--- src/dls_pkg.sv ---
// package: shared types, constants and sigmoid table entry function for the dense layer unit
`timescale 1ns / 1ps
package dls_pkg;

  localparam int MAX_INPUTS_DEF      = 64;
  localparam int MAX_OUTPUTS_DEF     = 16;
  localparam int SIGMOID_ENTRIES_DEF = 256;
  localparam int QDEPTH              = 2;

  localparam logic [1:0] CMD_WEIGHT = 2'd0;
  localparam logic [1:0] CMD_BIAS   = 2'd1;
  localparam logic [1:0] CMD_SAMPLE = 2'd2;

  localparam logic       REG_INPUT_COUNT  = 1'b0;
  localparam logic       REG_OUTPUT_COUNT = 1'b1;
  localparam logic [6:0] INPUT_COUNT_RST  = 7'd64;
  localparam logic [4:0] OUTPUT_COUNT_RST = 5'd16;

  typedef enum logic [1:0] {K_WEIGHT, K_BIAS, K_SAMPLE} kind_t;

  typedef struct packed {
    kind_t              kind;
    logic               keep;
    logic [9:0]         slot;
    logic signed [15:0] value;
    logic               start;
  } entry_t;

  typedef enum logic [2:0] {
    B_IDLE, B_BIAS, B_INIT, B_MAC, B_SAT, B_CLAMP, B_IDX, B_OUT
  } bstate_t;

  // shift-subtract quotient of two non-negative values, elaboration only
  function automatic longint udiv(input longint a, input longint b);
    longint q;
    longint r;
    q = 0;
    r = 0;
    for (int n_bit = 62; n_bit >= 0; n_bit--) begin
      r = (r <<< 1) | ((a >>> n_bit) & 64'sd1);
      q = q <<< 1;
      if (r >= b) begin
        r = r - b;
        q = q | 64'sd1;
      end
    end
    return q;
  endfunction

  // one table entry, evaluated at elaboration only
  function automatic logic [15:0] sig_entry(input int k, input int n);
    longint num;
    longint mag;
    longint u;
    longint term;
    longint sum;
    longint e;
    longint den;
    logic   neg;
    num  = longint'(2 * k + 1) * 8 - 8 * longint'(n);
    neg  = (num < 0);
    mag  = neg ? -num : num;
    u    = udiv(mag <<< 26, longint'(n));
    term = 64'sd1 <<< 30;
    sum  = 64'sd1 <<< 30;
    for (int i = 1; i <= 12; i++) begin
      term = udiv((term * u) >>> 30, longint'(i));
      if ((i & 1) == 1) sum = sum - term;
      else              sum = sum + term;
    end
    e = sum;
    for (int i = 0; i < 4; i++) begin
      e = (e * e + (64'sd1 <<< 29)) >>> 30;
    end
    den = (64'sd1 <<< 30) + e;
    if (neg) return 16'(udiv(e * 32768 + (den >>> 1), den));
    return 16'(udiv((64'sd1 <<< 45) + (den >>> 1), den));
  endfunction

endpackage

--- src/dls_queue.sv ---
// short item queue between front and back
`timescale 1ns / 1ps
module dls_queue (
  input  logic            clk,
  input  logic            rst,
  input  logic            push,
  input  dls_pkg::entry_t din,
  input  logic            pop,
  output dls_pkg::entry_t dout,
  output logic            empty,
  output logic            full
);

  localparam int PW = $clog2(dls_pkg::QDEPTH);
  localparam int CW = $clog2(dls_pkg::QDEPTH + 1);

  dls_pkg::entry_t mem [dls_pkg::QDEPTH];
  logic [PW-1:0] wr_ptr;
  logic [PW-1:0] rd_ptr;
  logic [CW-1:0] count;

  assign empty = (count == '0);
  assign full  = (count == CW'(dls_pkg::QDEPTH));
  assign dout  = mem[rd_ptr];

  always_ff @(posedge clk) begin
    if (push) mem[wr_ptr] <= din;
  end

  always_ff @(posedge clk) begin
    if (rst) begin
      wr_ptr <= '0;
      rd_ptr <= '0;
      count  <= '0;
    end else begin
      if (push) wr_ptr <= (32'(wr_ptr) == dls_pkg::QDEPTH - 1) ? '0 : wr_ptr + 1'b1;
      if (pop)  rd_ptr <= (32'(rd_ptr) == dls_pkg::QDEPTH - 1) ? '0 : rd_ptr + 1'b1;
      if (push && !pop)      count <= count + 1'b1;
      else if (!push && pop) count <= count - 1'b1;
    end
  end

endmodule

--- config.mk ---
export PLATFORM = sky130hd
export DESIGN_NAME = dls_queue
export DESIGN_NICKNAME = d
export VERILOG_FILES = /design/src/dls_pkg.sv /design/src/dls_queue.sv
export SDC_FILE = /design/constraint.sdc
export NUM_CORES = 1
export LEC_CHECK = 0
export ABC_AREA = 1
export BUFFER_PORTS_ARGS = -buffer_cell sky130_fd_sc_hd__buf_2
export CAP_MARGIN = 20
export CELL_PAD_IN_SITES_DETAIL_PLACEMENT = 0
export CELL_PAD_IN_SITES_GLOBAL_PLACEMENT = 1
export CORE_UTILIZATION = 43
export CTS_CLUSTER_SIZE = 8
export DETAILED_ROUTE_END_ITERATION = 8
export PLACE_DENSITY_LB_ADDON = 0.1
export SYNTH_ARGS = -nofsm -noshare
export SYNTH_HDL_FRONTEND = slang
export SYNTH_SLANG_ARGS = --single-unit
--- constraint.sdc ---
create_clock -name clk -period 2.9 [get_ports clk]
set_input_delay 0.435 -clock clk [delete_from_list [all_inputs] [get_ports clk]]
set_output_delay 0.435 -clock clk [all_outputs]
set_load 0.01 [all_outputs]
==> impl_metrics.tcl <==
set metrics [dict create \
    post_cts_resized 0 \
    drc 0 \
    yosys.cell_count.top_type "edfxtp_1" \
    die-area_um2 6153 \
    tns_ns 0 \
    final_cell_count_no_fill 278 \
    status "finished, final reports clean" \
    clock_sinks 65 \
    htree_levels 3 \
    synth_nets 161 \
    slew_headroom 0.4172 \
    ys.flop_type "edfxtp_1" \
    hold_ws_ns 0.2855 \
    fp.dieW_um 78.44 \
    p_total_mw 1.951 \
    crit_fanout 19 \
    fmax_mhz 479.5 \
    power_per_cell_area_nw_per_um2 632.6 \
    avgSynthCellArea_um2 19.94 \
    mappedNetlistArea_um2 2512 \
    netlist_top_cells_area "edfxtp_1 72%, mux2_4 18%, dfxtp_1 4.0%" \
    placed_cell_area_um2 2930 \
    core_um2 5574 \
    slew_viol_final 0 \
    dr.pass1.iters 4 \
    clockBufferDepth 2 \
    worstSetupPathType "reg -> out" \
    grt_max_degree 31 \
    place_congestion 0.6059 \
    insertedDiodeCount 0 \
    place_hpwl_um 2497 \
    finClkSkew_ns 0.006136 \
    setup_ws_ns 0.8145 \
    ys_seq_area_frac 0.7570 \
    drtIter0Drc 47 \
    ant_nets 0 \
    cts_tree "yes" \
    setup.worst_path.start_class "flip-flop" \
    synth_edf_count 60 \
    numCtsBuffers 9 \
    cp_data_arrival_time_ns 1.65 \
    grt_pass1_vias 1234 \
    ys_top_cells_by_count "60 x edfxtp_1, 30 x mux2_4, 9 x inv_1" \
    min_period_over_period 0.7191 \
    antenna_found_initial 0 \
    grt_pass1_wl_um 5823 \
    grt_setup_unrepaired "false" \
    setup_viol 0 \
    dpl.cell_count 262 \
    fin_area_um2 3084 \
    yosys_warnings 0 \
    vias 1278 \
    period_needed_ns 2.085 \
    hp-class "in -> reg" \
    ys_seq_elements 65 \
    p_leak_nw 1.271 \
    worstPathRequired_ns 2.47 \
    post_cts_buffers 0 \
    start_util 0.4507 \
    routed_wl_um 3844 \
    pre_cts_slack_ns 1.120 \
    grt_use_total 0.1364 \
    cts_root_buf "clkbuf_8" \
    num_rows 27 \
    ios 66 \
    hold_viol 0 \
    synthArstFlopShare 0 \
    hold_buffers 0 \
    yosysTopAreaCellShare 0.7171 \
    irDropWorstVdd_uv 334.8 \
    n_fill_cell 481 \
    area_delta_synth_final_pct 22.76 \
    io_buffers 65 \
    wire_per_inst_um 13.83 \
    fin_nets 236 \
    crit_path_end_kind "primary output" \
    ys_types 14 \
    via_per_inst 4.597 \
    maxCapViolCount 0 \
    drive_gt1_frac 0.5388 \
    grt_overflow 0 \
    fin_util 0.5533 \
    insertion_delay_ns 0.33 \
    clk_pin_slew_ns 0.07 \
    worst_slew_pin_slew_ns 0.8721 \
    syn_inst 126 \
    die_h_um 78.44 \
    synth_area_leader_cell "edfxtp_1" \
]
final timing paths:
path,slack [ns],end,from,cells after the start
hold reg to reg,0.52,rd_ptr,rd_ptr,2
hold / removal,0.29,mem[0][6],din[6],1
setup reg to reg,1.34,mem[1][13],wr_ptr,3
setup / recovery,0.81,dout[0],flip-flop,3
sequential cells by signal (all words and copies together), names as in the netlist, named ones only:
signal,cells
wr_ptr,1
count,2
rd_ptr,1
mem,60
layout make-up:
| type | instances | area, um2 | area share |
|---|---|---|---|
| Clock buffer | 11 | 131.4 | 0.04260 |
| Clock inverter | 5 | 22.52 | 0.007302 |
| Inverter | 9 | 33.78 | 0.01095 |
| Multi-Input combinational cell | 49 | 550.5 | 0.1785 |
| Sequential cell | 65 | 1903 | 0.6170 |
| Tap cell | 72 | 90.09 | 0.02921 |
| Timing Repair Buffer | 67 | 352.8 | 0.1144 |
power by group:
group,internal (mW),switching [mW]
clock,0.300,0.302
sequential,1.08,0.0241
combinational,0.131,0.111
total,1.51,0.438
cells by family after synthesis:
group	Yosys count	synth area share
fa+ha+maj	1	0.004979
flops	65	0.7570
compound gates	2	0.003980
simple gates	15	0.02440
buf+inv	12	0.02689
xor+xnor	1	0.003487
mux	30	0.1793
critical path, cell delays in order, from the launching register on:
cell and delay (ns):
dfxtp_2 0.59, buf_12 0.25, mux2_4 0.33, buf_2 0.14
routing by layer:
layer,part of all wire,vias to the layer above,GRT usage
li1,-,619,-
met2,0.50,42,0.2167
met5,0,-,0
met1,0.41,609,0.1462
met4,0.025,0,0.1167
met3,0.059,8,0.04535
cells in the final DEF, fill, tap and decap left out:
cell type  instances
a21oi_1            1
buf_12             1
buf_2             65
buf_4              1
clkbuf_1           2
clkbuf_8           9
clkinv_1           2
clkinv_2           3
dfxtp_1            4
dfxtp_2            1
edfxtp_1          60
ha_1               1
inv_1              9
mux2_4            30
nand2_1            5
nand3_1            1
nand4_1            1
nor2_1             6
nor2_4             1
nor3_1             1
o21ai_0            1
xnor2_1            1
Note: power is estimated with default switching activity, not from simulation.
