## src/dls_pkg.sv

```systemverilog
// package: shared types, constants and sigmoid table entry function for the dense layer unit
`timescale 1ns / 1ps
package dls_pkg;

  localparam int MAX_INPUTS_DEF      = 64;
  localparam int MAX_OUTPUTS_DEF     = 16;
  localparam int SIGMOID_ENTRIES_DEF = 256;
  localparam int QDEPTH              = 2;

  localparam logic [1:0] CMD_WEIGHT = 2'd0;
  localparam logic [1:0] CMD_BIAS   = 2'd1;
  localparam logic [1:0] CMD_SAMPLE = 2'd2;

  localparam logic       REG_INPUT_COUNT  = 1'b0;
  localparam logic       REG_OUTPUT_COUNT = 1'b1;
  localparam logic [6:0] INPUT_COUNT_RST  = 7'd64;
  localparam logic [4:0] OUTPUT_COUNT_RST = 5'd16;

  typedef enum logic [1:0] {K_WEIGHT, K_BIAS, K_SAMPLE} kind_t;

  typedef struct packed {
    kind_t              kind;
    logic               keep;
    logic [9:0]         slot;
    logic signed [15:0] value;
    logic               start;
  } entry_t;

  typedef enum logic [2:0] {
    B_IDLE, B_BIAS, B_INIT, B_MAC, B_SAT, B_CLAMP, B_IDX, B_OUT
  } bstate_t;

  // shift-subtract quotient of two non-negative values, elaboration only
  function automatic longint udiv(input longint a, input longint b);
    longint q;
    longint r;
    q = 0;
    r = 0;
    for (int n_bit = 62; n_bit >= 0; n_bit--) begin
      r = (r <<< 1) | ((a >>> n_bit) & 64'sd1);
      q = q <<< 1;
      if (r >= b) begin
        r = r - b;
        q = q | 64'sd1;
      end
    end
    return q;
  endfunction

  // one table entry, evaluated at elaboration only
  function automatic logic [15:0] sig_entry(input int k, input int n);
    longint num;
    longint mag;
    longint u;
    longint term;
    longint sum;
    longint e;
    longint den;
    logic   neg;
    num  = longint'(2 * k + 1) * 8 - 8 * longint'(n);
    neg  = (num < 0);
    mag  = neg ? -num : num;
    u    = udiv(mag <<< 26, longint'(n));
    term = 64'sd1 <<< 30;
    sum  = 64'sd1 <<< 30;
    for (int i = 1; i <= 12; i++) begin
      term = udiv((term * u) >>> 30, longint'(i));
      if ((i & 1) == 1) sum = sum - term;
      else              sum = sum + term;
    end
    e = sum;
    for (int i = 0; i < 4; i++) begin
      e = (e * e + (64'sd1 <<< 29)) >>> 30;
    end
    den = (64'sd1 <<< 30) + e;
    if (neg) return 16'(udiv(e * 32768 + (den >>> 1), den));
    return 16'(udiv((64'sd1 <<< 45) + (den >>> 1), den));
  endfunction

endpackage

```

## src/dls_front.sv

```systemverilog
// front end: config registers, command decode and queue push
`timescale 1ns / 1ps
module dls_front #(
  parameter int MAX_INPUTS  = dls_pkg::MAX_INPUTS_DEF,
  parameter int MAX_OUTPUTS = dls_pkg::MAX_OUTPUTS_DEF,
  localparam int NI_W = $clog2(MAX_INPUTS + 1),
  localparam int NO_W = $clog2(MAX_OUTPUTS + 1)
) (
  input  logic               clk,
  input  logic               rst,
  input  logic               start,
  input  logic [1:0]         cmd,
  input  logic [9:0]         slot,
  input  logic signed [15:0] value,
  input  logic               start_req,
  input  logic               cfg_we,
  input  logic               cfg_addr,
  input  logic [6:0]         cfg_data,
  input  logic               q_full,
  output logic               push,
  output dls_pkg::entry_t    entry,
  output logic [NI_W-1:0]    ni,
  output logic [NO_W-1:0]    no
);

  localparam int WDEPTH = MAX_INPUTS * MAX_OUTPUTS;

  logic [6:0] input_count;
  logic [4:0] output_count;

  always_ff @(posedge clk) begin
    if (rst) begin
      input_count  <= dls_pkg::INPUT_COUNT_RST;
      output_count <= dls_pkg::OUTPUT_COUNT_RST;
    end else if (cfg_we) begin
      unique case (cfg_addr)
        dls_pkg::REG_INPUT_COUNT:  input_count  <= cfg_data;
        dls_pkg::REG_OUTPUT_COUNT: output_count <= cfg_data[4:0];
        default: ;
      endcase
    end
  end

  assign ni = (32'(input_count) > MAX_INPUTS) ? NI_W'(MAX_INPUTS) : NI_W'(input_count);
  assign no = (32'(output_count) > MAX_OUTPUTS) ? NO_W'(MAX_OUTPUTS) : NO_W'(output_count);

  always_comb begin
    entry.slot  = slot;
    entry.value = value;
    entry.start = 1'b0;
    entry.kind  = dls_pkg::K_SAMPLE;
    entry.keep  = 1'b0;
    push        = 1'b0;
    unique case (cmd)
      dls_pkg::CMD_WEIGHT: begin
        entry.kind = dls_pkg::K_WEIGHT;
        entry.keep = 32'(slot) < WDEPTH;
        push       = start && !q_full;
      end
      dls_pkg::CMD_BIAS: begin
        entry.kind = dls_pkg::K_BIAS;
        entry.keep = 32'(slot) < MAX_OUTPUTS;
        push       = start && !q_full;
      end
      dls_pkg::CMD_SAMPLE: begin
        entry.kind  = dls_pkg::K_SAMPLE;
        entry.keep  = 32'(slot) < MAX_INPUTS;
        entry.start = start_req;
        push        = start && !q_full;
      end
      default: ;
    endcase
  end

endmodule

```

## config.mk

```make
export PLATFORM = sky130hd
export DESIGN_NAME = dls_front
export DESIGN_NICKNAME = d
export VERILOG_FILES = /design/src/dls_pkg.sv /design/src/dls_front.sv
export SDC_FILE = /design/constraint.sdc
export NUM_CORES = 1
export LEC_CHECK = 0
export ABC_AREA = 1
export BUFFER_PORTS_ARGS = -buffer_cell sky130_fd_sc_hd__buf_2
export CAP_MARGIN = 20
export CORE_MARGIN = 2
export CORE_UTILIZATION = 38
export CTS_BUF_LIST = sky130_fd_sc_hd__clkbuf_8
export DETAILED_ROUTE_END_ITERATION = 10
export HOLD_SLACK_MARGIN = 0.15
export PLACE_DENSITY = 0.94
export SLEW_MARGIN = 10
export SYNTH_ARGS = -nofsm -noshare
export SYNTH_HDL_FRONTEND = slang
export SYNTH_SLANG_ARGS = --single-unit
```

## constraint.sdc

```tcl
create_clock -name clk -period 1.8 [get_ports clk]
set_input_delay 0.27 -clock clk [delete_from_list [all_inputs] [get_ports clk]]
set_output_delay 0.27 -clock clk [all_outputs]
set_load 0.01 [all_outputs]
```

==> reports/results.tsv, run 1 <==
stage	metric	value	unit
setup_path	Worst path max stage delay	0.33	ns
sta	Fin. Hold Viols	0	
setup_path	top cell family by delay on the critical path	flip-flops	
setup_path	CP Capture Type	output pin	
floorplanning	core area	0.00198	mm2
setup_path	CP Launch Type	register	
setup_path	Buf/Inv on CP	1	
setup_path	Crit Path Class	register to output pin	
logic_synthesis	Mapped Nets	166	
logic_synthesis	synth unique cells	15	
logic_synthesis	Seq/Total Area, Yosys	29.8	%
setup_path	critical path launch point	input_count[1]	
logic_synthesis	Synth Instances	124	
sta	Max-slew headroom	84.6	%
outcome	status	completed	
min_path	HP Class	primary input to register	
logic_synthesis	Area contributors post-synth	dfxtp_1 (30%), buf_4 (24%), nor2_1 (13%), a21oi_1 (6.2%), inv_1 (6.1%)	
power_and_ir_drop	Max rail drop VDD	488	uV
setup_path	R2R Path Start	input_count[6]	
floorplanning	die area	0.00251	mm2
finish	fin nets	184	
sta	Setup violations, final	0	
route	DRC	0	
clocking	Hold-fix buffers, CTS	0	
finish	commonest non-fill, non-tap cells in the layout	buf_2 (44), nor2_1 (28), inv_1 (13)	
route	final wirelength	1.60	mm
finish	n_diodes	0	
sta	Setup Total Neg Slack	0	ns
placement	Post-DP HPWL	1.28	mm
placement	Buffers on Ports	44	
global_routing	GRT Util Overall	13.4	%
clocking	clock net sink count	12	
finish	Filler cells	213	
clocking	CTS root buf	clkbuf_8	
clocking	PostCTS Resize Cnt	0	
floorplanning	Ports	85	
route	routed len/inst	9.55	um
logic_synthesis	top-area cell type share of the netlist area	29.8	%
placement	Post-Place Cell Area	845	um2
global_routing	gr ovfl total	0	
sta	Fmax achieved	699	MHz
clocking	Reg clk slew, reported paths	0.05	ns
finish	leading cell type in the layout, fill and taps excluded	buf_2	
min_path	min-delay src	cfg_data[6]	
floorplanning	DIE WIDTH	50.1	um
setup_path	CP required	1.53	ns
global_routing	vias in the first global route	668	
clocking	CTS tree	built	
placement	Placer Congestion	0.745	
logic_synthesis	Avg Inst Size Synth	6.50	um2
floorplanning	row cnt	16	
setup_path	crit path cell chain	nor2_1 -> nand3_2 -> a21oi_1 -> buf_2	
setup_path	Crit-path slowest cell	dfxtp_1	
finish	area grow syn2layout	11.6	%
clocking	H-Tree Level Count	1	
logic_synthesis	number of synthesized register bits	12	
floorplanning	height of the die	50.1	um
finish	layout cells sized above 1	36.9	%
route	ANT nets after route	0	
finish	Design Area, Final	900	um2
clocking	Clock Path Buffers	2	
sta	Slew Viols, Final	0	
setup_path	CP Data Arrival Time	1.16	ns
global_routing	largest net degree at the start of global routing	13	
sta	RSZ-0062 raised after global routing	false	
sta	clk_skew	0	ns
global_routing	initial antenna violation count	0	
sta	Tightest Pin Transition	0.230	ns
clocking	Clock Latency Late Sink	0.24	ns
logic_synthesis	cell area after synthesis	806	um2
route	Via density	4.63	
route	drt first pass iters	4	
sta	post-route minimum period	1.43	ns
power_and_ir_drop	Pleak	0.496	nW
logic_synthesis	Synth Warn #	0	
route	total number of vias	777	
clocking	CTS Buf Count	3	
setup_path	Crit Path Max Fanout	6	
floorplanning	Initial Util	40.7	%
run	maxcap violations	0	
global_routing	first-pass GRT wire length	2.58	mm
sta	period utilization	79.5	%
clocking	postcts setup bufs	0	
route	Starting DRT DRC Count	12	
logic_synthesis	Yosys top cell by area	dfxtp_1	
power_and_ir_drop	Pwr Density	821	mW/mm2
[synthesized netlist by cell type (all sizes together)]
library cell,count
dfxtp,12
a21oi,10
o21ai,11
inv,15
nand3,4
a21boi,2
clkbuf,4
nand2,11
nor2,28
buf,27
[where the power goes]
| part | total (mW) | switching (mW) | internal, mW |
|---|---|---|---|
| clock network | 0.294 | 0.100 | 0.193 |
| registers | 0.298 | 0.0145 | 0.284 |
| logic | 0.146 | 0.0829 | 0.0631 |
| total | 0.738 | 0.198 | 0.540 |
[logic make-up after synthesis]
family                 after synthesis  synth area share, %
DFF                                 12                 29.8
AOI/OAI and AO/OA                   23                 14.9
buffers and inverters               46                 33.7
and+or+nand+nor                     43                 21.6
[worst paths after layout]
check,endpoint,slack (ns),depth (start not counted)
setup / recovery,ni[1],0.37,4
hold / removal,input_count[6],0.24,3
setup reg to reg,input_count[6],1.14,2
hold reg to reg,output_count[1],0.48,2
[per-stage QoR]
step	total power [mW]	setup slack [ns]	cells	hold WS (ns)	utilization, %
finish	0.738	0.369	168	0.241	45.4
floorplan	0.442	0.726	124	0.383	-
CTS	0.742	0.362	168	0.246	45.4
detailed placement	0.451	0.627	164	0.480	42.6
global route	0.775	0.294	168	0.245	45.4
global placement	0.446	0.693	164	0.474	42.6
[final cells by class]
| cell class | instances | area (um2) | area share [%] |
|---|---|---|---|
| Multi-Input combinational cell | 66 | 294 | 32.7 |
| Clock buffer | 4 | 55.1 | 6.12 |
| Tap cell | 27 | 33.8 | 3.76 |
| Sequential cell | 12 | 240 | 26.7 |
| Timing Repair Buffer | 44 | 220 | 24.5 |
| Inverter | 15 | 56.3 | 6.26 |
[worst min-delay path: cells and delay by family]
family	cells	cell delay (ns)
buffers and inverters	1	0.08
AND/OR/NAND/NOR	2	0.10
[flip-flops by register name, indices dropped and copies added, names as in the netlist]
| name | cells |
|---|---|
| input_count | 7 |
| output_count | 5 |
[routing by layer]
| layer | vias to the layer above | wire length (um) | track usage, % |
|---|---|---|---|
| li1 | 388 | - | - |
| met1 | 340 | 604 | 13.1 |
| met2 | 45 | 821 | 24.3 |
| met3 | 4 | 153 | 4.55 |
| met4 | 0 | 24 | 6.94 |
| met5 | - | 0 | 0 |
Power figures use the tool's default switching activity.
==> run 2: changes to the inputs <==
--- a/config.mk
+++ b/config.mk
@@ -9,11 +9,11 @@
 export BUFFER_PORTS_ARGS = -buffer_cell sky130_fd_sc_hd__buf_2
 export CAP_MARGIN = 20
 export CORE_MARGIN = 2
-export CORE_UTILIZATION = 38
+export CORE_UTILIZATION = 32
 export CTS_BUF_LIST = sky130_fd_sc_hd__clkbuf_8
 export DETAILED_ROUTE_END_ITERATION = 10
 export HOLD_SLACK_MARGIN = 0.15
-export PLACE_DENSITY = 0.94
+export PLACE_DENSITY = 0.86
 export SLEW_MARGIN = 10
 export SYNTH_ARGS = -nofsm -noshare
 export SYNTH_HDL_FRONTEND = slang
==> constraint.sdc (replaced) <==
create_clock -name clk -period 1.2 [get_ports clk]
set_input_delay 0.18 -clock clk [delete_from_list [all_inputs] [get_ports clk]]
set_output_delay 0.18 -clock clk [all_outputs]
set_load 0.01 [all_outputs]
==> run 2 against run 1 <==
  * Worst setup slack worse by 0.49 ns
  * Via count grew 1.9%
  * Cell area increased by 9.3%
  * Combinational power up 81%
  * The flow now finishes with violations (setup timing)
  * Critical path depth did not move
  * Sequential power increased by 55%
  * Largest cell class unchanged
  * Clock skew did not move
  * Die area increased by 17%
  * First-iteration DRC count grew 8.3%
==> reports/results.tsv, run 2 (synthesis results as in run 1) <==
stage	metric	value	unit
outcome	status	finished, violations left	
outcome	failing checks	setup timing	
min_path	WHS Path Cells	3	
route	final wirelength	1.75	mm
finish	Top reg by flops	input_count	
setup_path	reg2reg setup slack	0.47	ns
sta	Fmax achieved	759	MHz
power_and_ir_drop	Pleak	0.513	nW
global_routing	GRT Util Overall	10.5	%
floorplanning	Ports	85	
sta	Fin. Hold Viols	0	
floorplanning	DIE WIDTH	54.2	um
floorplanning	core area	0.00243	mm2
global_routing	initial antenna violation count	0	
setup_path	Buf/Inv on CP	1	
route	total number of vias	792	
finish	n_diodes	0	
sta	Slew Viols, Final	0	
setup_path	R2R Path Start	input_count[5]	
sta	Setup violations, final	10	
global_routing	gr ovfl total	0	
placement	pre-CTS setup slack	0.141	ns
clocking	Reg clk slew, reported paths	0.05	ns
setup_path	critical path depth in cells	4	
finish	layout cells sized above 1	51.4	%
setup_path	CP Data Arrival Time	1.14	ns
finish	Reg area	248	um2
setup_path	top cell family by delay on the critical path	flip-flops	
setup_path	CP required	1.02	ns
setup_path	Worst path max stage delay	0.34	ns
floorplanning	row cnt	18	
setup_path	CP Launch Type	register	
clocking	Clock Path Buffers	2	
clocking	H-Tree Level Count	1	
sta	clk_skew	0	ns
clocking	Clock Latency Late Sink	0.24	ns
clocking	CTS tree	built	
sta	Tightest Pin Transition	0.273	ns
finish	leading cell type in the layout, fill and taps excluded	buf_2	
power_and_ir_drop	Total Power	1.09	mW
clocking	Hold-fix buffers, CTS	0	
placement	Buffers on Ports	44	
finish	Largest regs	input_count (7), output_count (5)	
sta	post-route minimum period	1.32	ns
finish	fin nets	186	
global_routing	vias in the first global route	620	
placement	Post-DP HPWL	1.23	mm
route	Via density	4.60	
sta	worst setup margin	-0.118	ns
floorplanning	height of the die	54.2	um
finish	Multi-input gate area	365	um2
clocking	CTS root buf	clkbuf_8	
setup_path	critical path launch point	input_count[5]	
route	routed len/inst	10.1	um
sta	period utilization	110	%
setup_path	Crit-path slowest cell	dfxtp_2	
setup_path	Crit Path Class	register to output pin	
floorplanning	Initial Util	33.1	%
route	DRC	0	
power_and_ir_drop	Max rail drop VDD	579	uV
power_and_ir_drop	Pwr Density	1110	mW/mm2
route	Starting DRT DRC Count	13	
global_routing	first-pass GRT wire length	2.27	mm
setup_path	worst flop-to-flop path endpoint	input_count[5]	
route	ANT nets after route	0	
finish	commonest non-fill, non-tap cells in the layout	buf_2 (44), nor2_1 (24), inv_1 (13)	
setup_path	Critical Path Sink	ni[5]	
finish	area grow syn2layout	22.0	%
floorplanning	die area	0.00294	mm2
setup_path	Crit Path Max Fanout	6	
sta	Max-slew headroom	81.8	%
setup_path	Reg2Reg Depth	3	
sta	RSZ-0062 raised after global routing	true	
placement	Placer Congestion	0.757	
global_routing	largest net degree at the start of global routing	13	
min_path	HP Class	primary input to register	
clocking	CTS Buf Count	3	
finish	max reg flops	7	
setup_path	CP Capture Type	output pin	
run	maxcap violations	0	
route	drt first pass iters	4	
clocking	clock net sink count	12	
finish	Filler cells	259	
setup_path	crit path cell chain	nor2_4 -> nand3_4 -> a21oi_2 -> buf_2	
## run 2: cell types whose count changed in the layout (fill, tap and decap cells not counted), moves of 3 or more
cell,before,now
dfxtp_2,0,6
nor2_4,0,3
dfxtp_1,12,6
a21oi_2,0,8
nor2_1,28,24
a21oi_1,10,2
## run 2: worst min-delay path by stage
| stage | start | to | slack [ns] |
|---|---|---|---|
| floorplan | cfg_data[6] | input_count[6] | 0.29 |
| global placement | value[11] | entry[12] | 0.36 |
| detailed placement | value[11] | entry[12] | 0.36 |
| CTS | cfg_data[6] | input_count[6] | 0.16 |
| global route | cfg_data[6] | input_count[6] | 0.18 |
| finish | cfg_data[4] | output_count[4] | 0.16 |
## run 2: cell type report
cell class | count | share of cell area (%)
clock buffer | 3 | 4.20
tap | 30 | 3.82
timing repair buffer | 46 | 23.9
sequential | 12 | 25.2
inverter | 15 | 5.73
multi-input combinational | 66 | 37.2
## run 2: per-stage QoR
step | setup TNS, ns | hold slack, ns | util [%] | area (um2) | cells
after global routing | -1.42 | 0.179 | 40.4 | 983 | 172
after floorplan | 0 | 0.293 | - | 806 | 124
after CTS | -0.844 | 0.157 | 38.0 | 925 | 172
after global placement | 0 | 0.360 | 34.9 | 848 | 167
after detailed placement | 0 | 0.360 | 34.9 | 848 | 167
final | -0.859 | 0.163 | 40.4 | 983 | 172
## run 2: what timing repair did
action	CTS	global route
setup endpoints to repair	10	10
gates resized for setup	11	15
cloned	0	0
setup buffers	2	0
pin swaps	9	5
## run 2: power by group
part	switching, mW	internal, mW	total [mW]	leakage [nW]
combinational	0.148	0.116	0.264	0.391
sequential	0.0337	0.429	0.463	0.101
clock	0.143	0.221	0.363	0.0216
## run 2: layer usage
| metal | GRT usage, % | vias up | wire [um] |
|---|---|---|---|
| li1 | - | 391 | - |
| met1 | 10.5 | 357 | 611 |
| met2 | 20.1 | 39 | 929 |
| met3 | 2.22 | 5 | 166 |
| met4 | 5.42 | 0 | 38 |
| met5 | 0 | - | 0 |
## run 2: tightest hold or removal path, stage by stage
cell,delay [ns]
buf_2,0.09
nand2_1,0.05
nand3_1,0.05
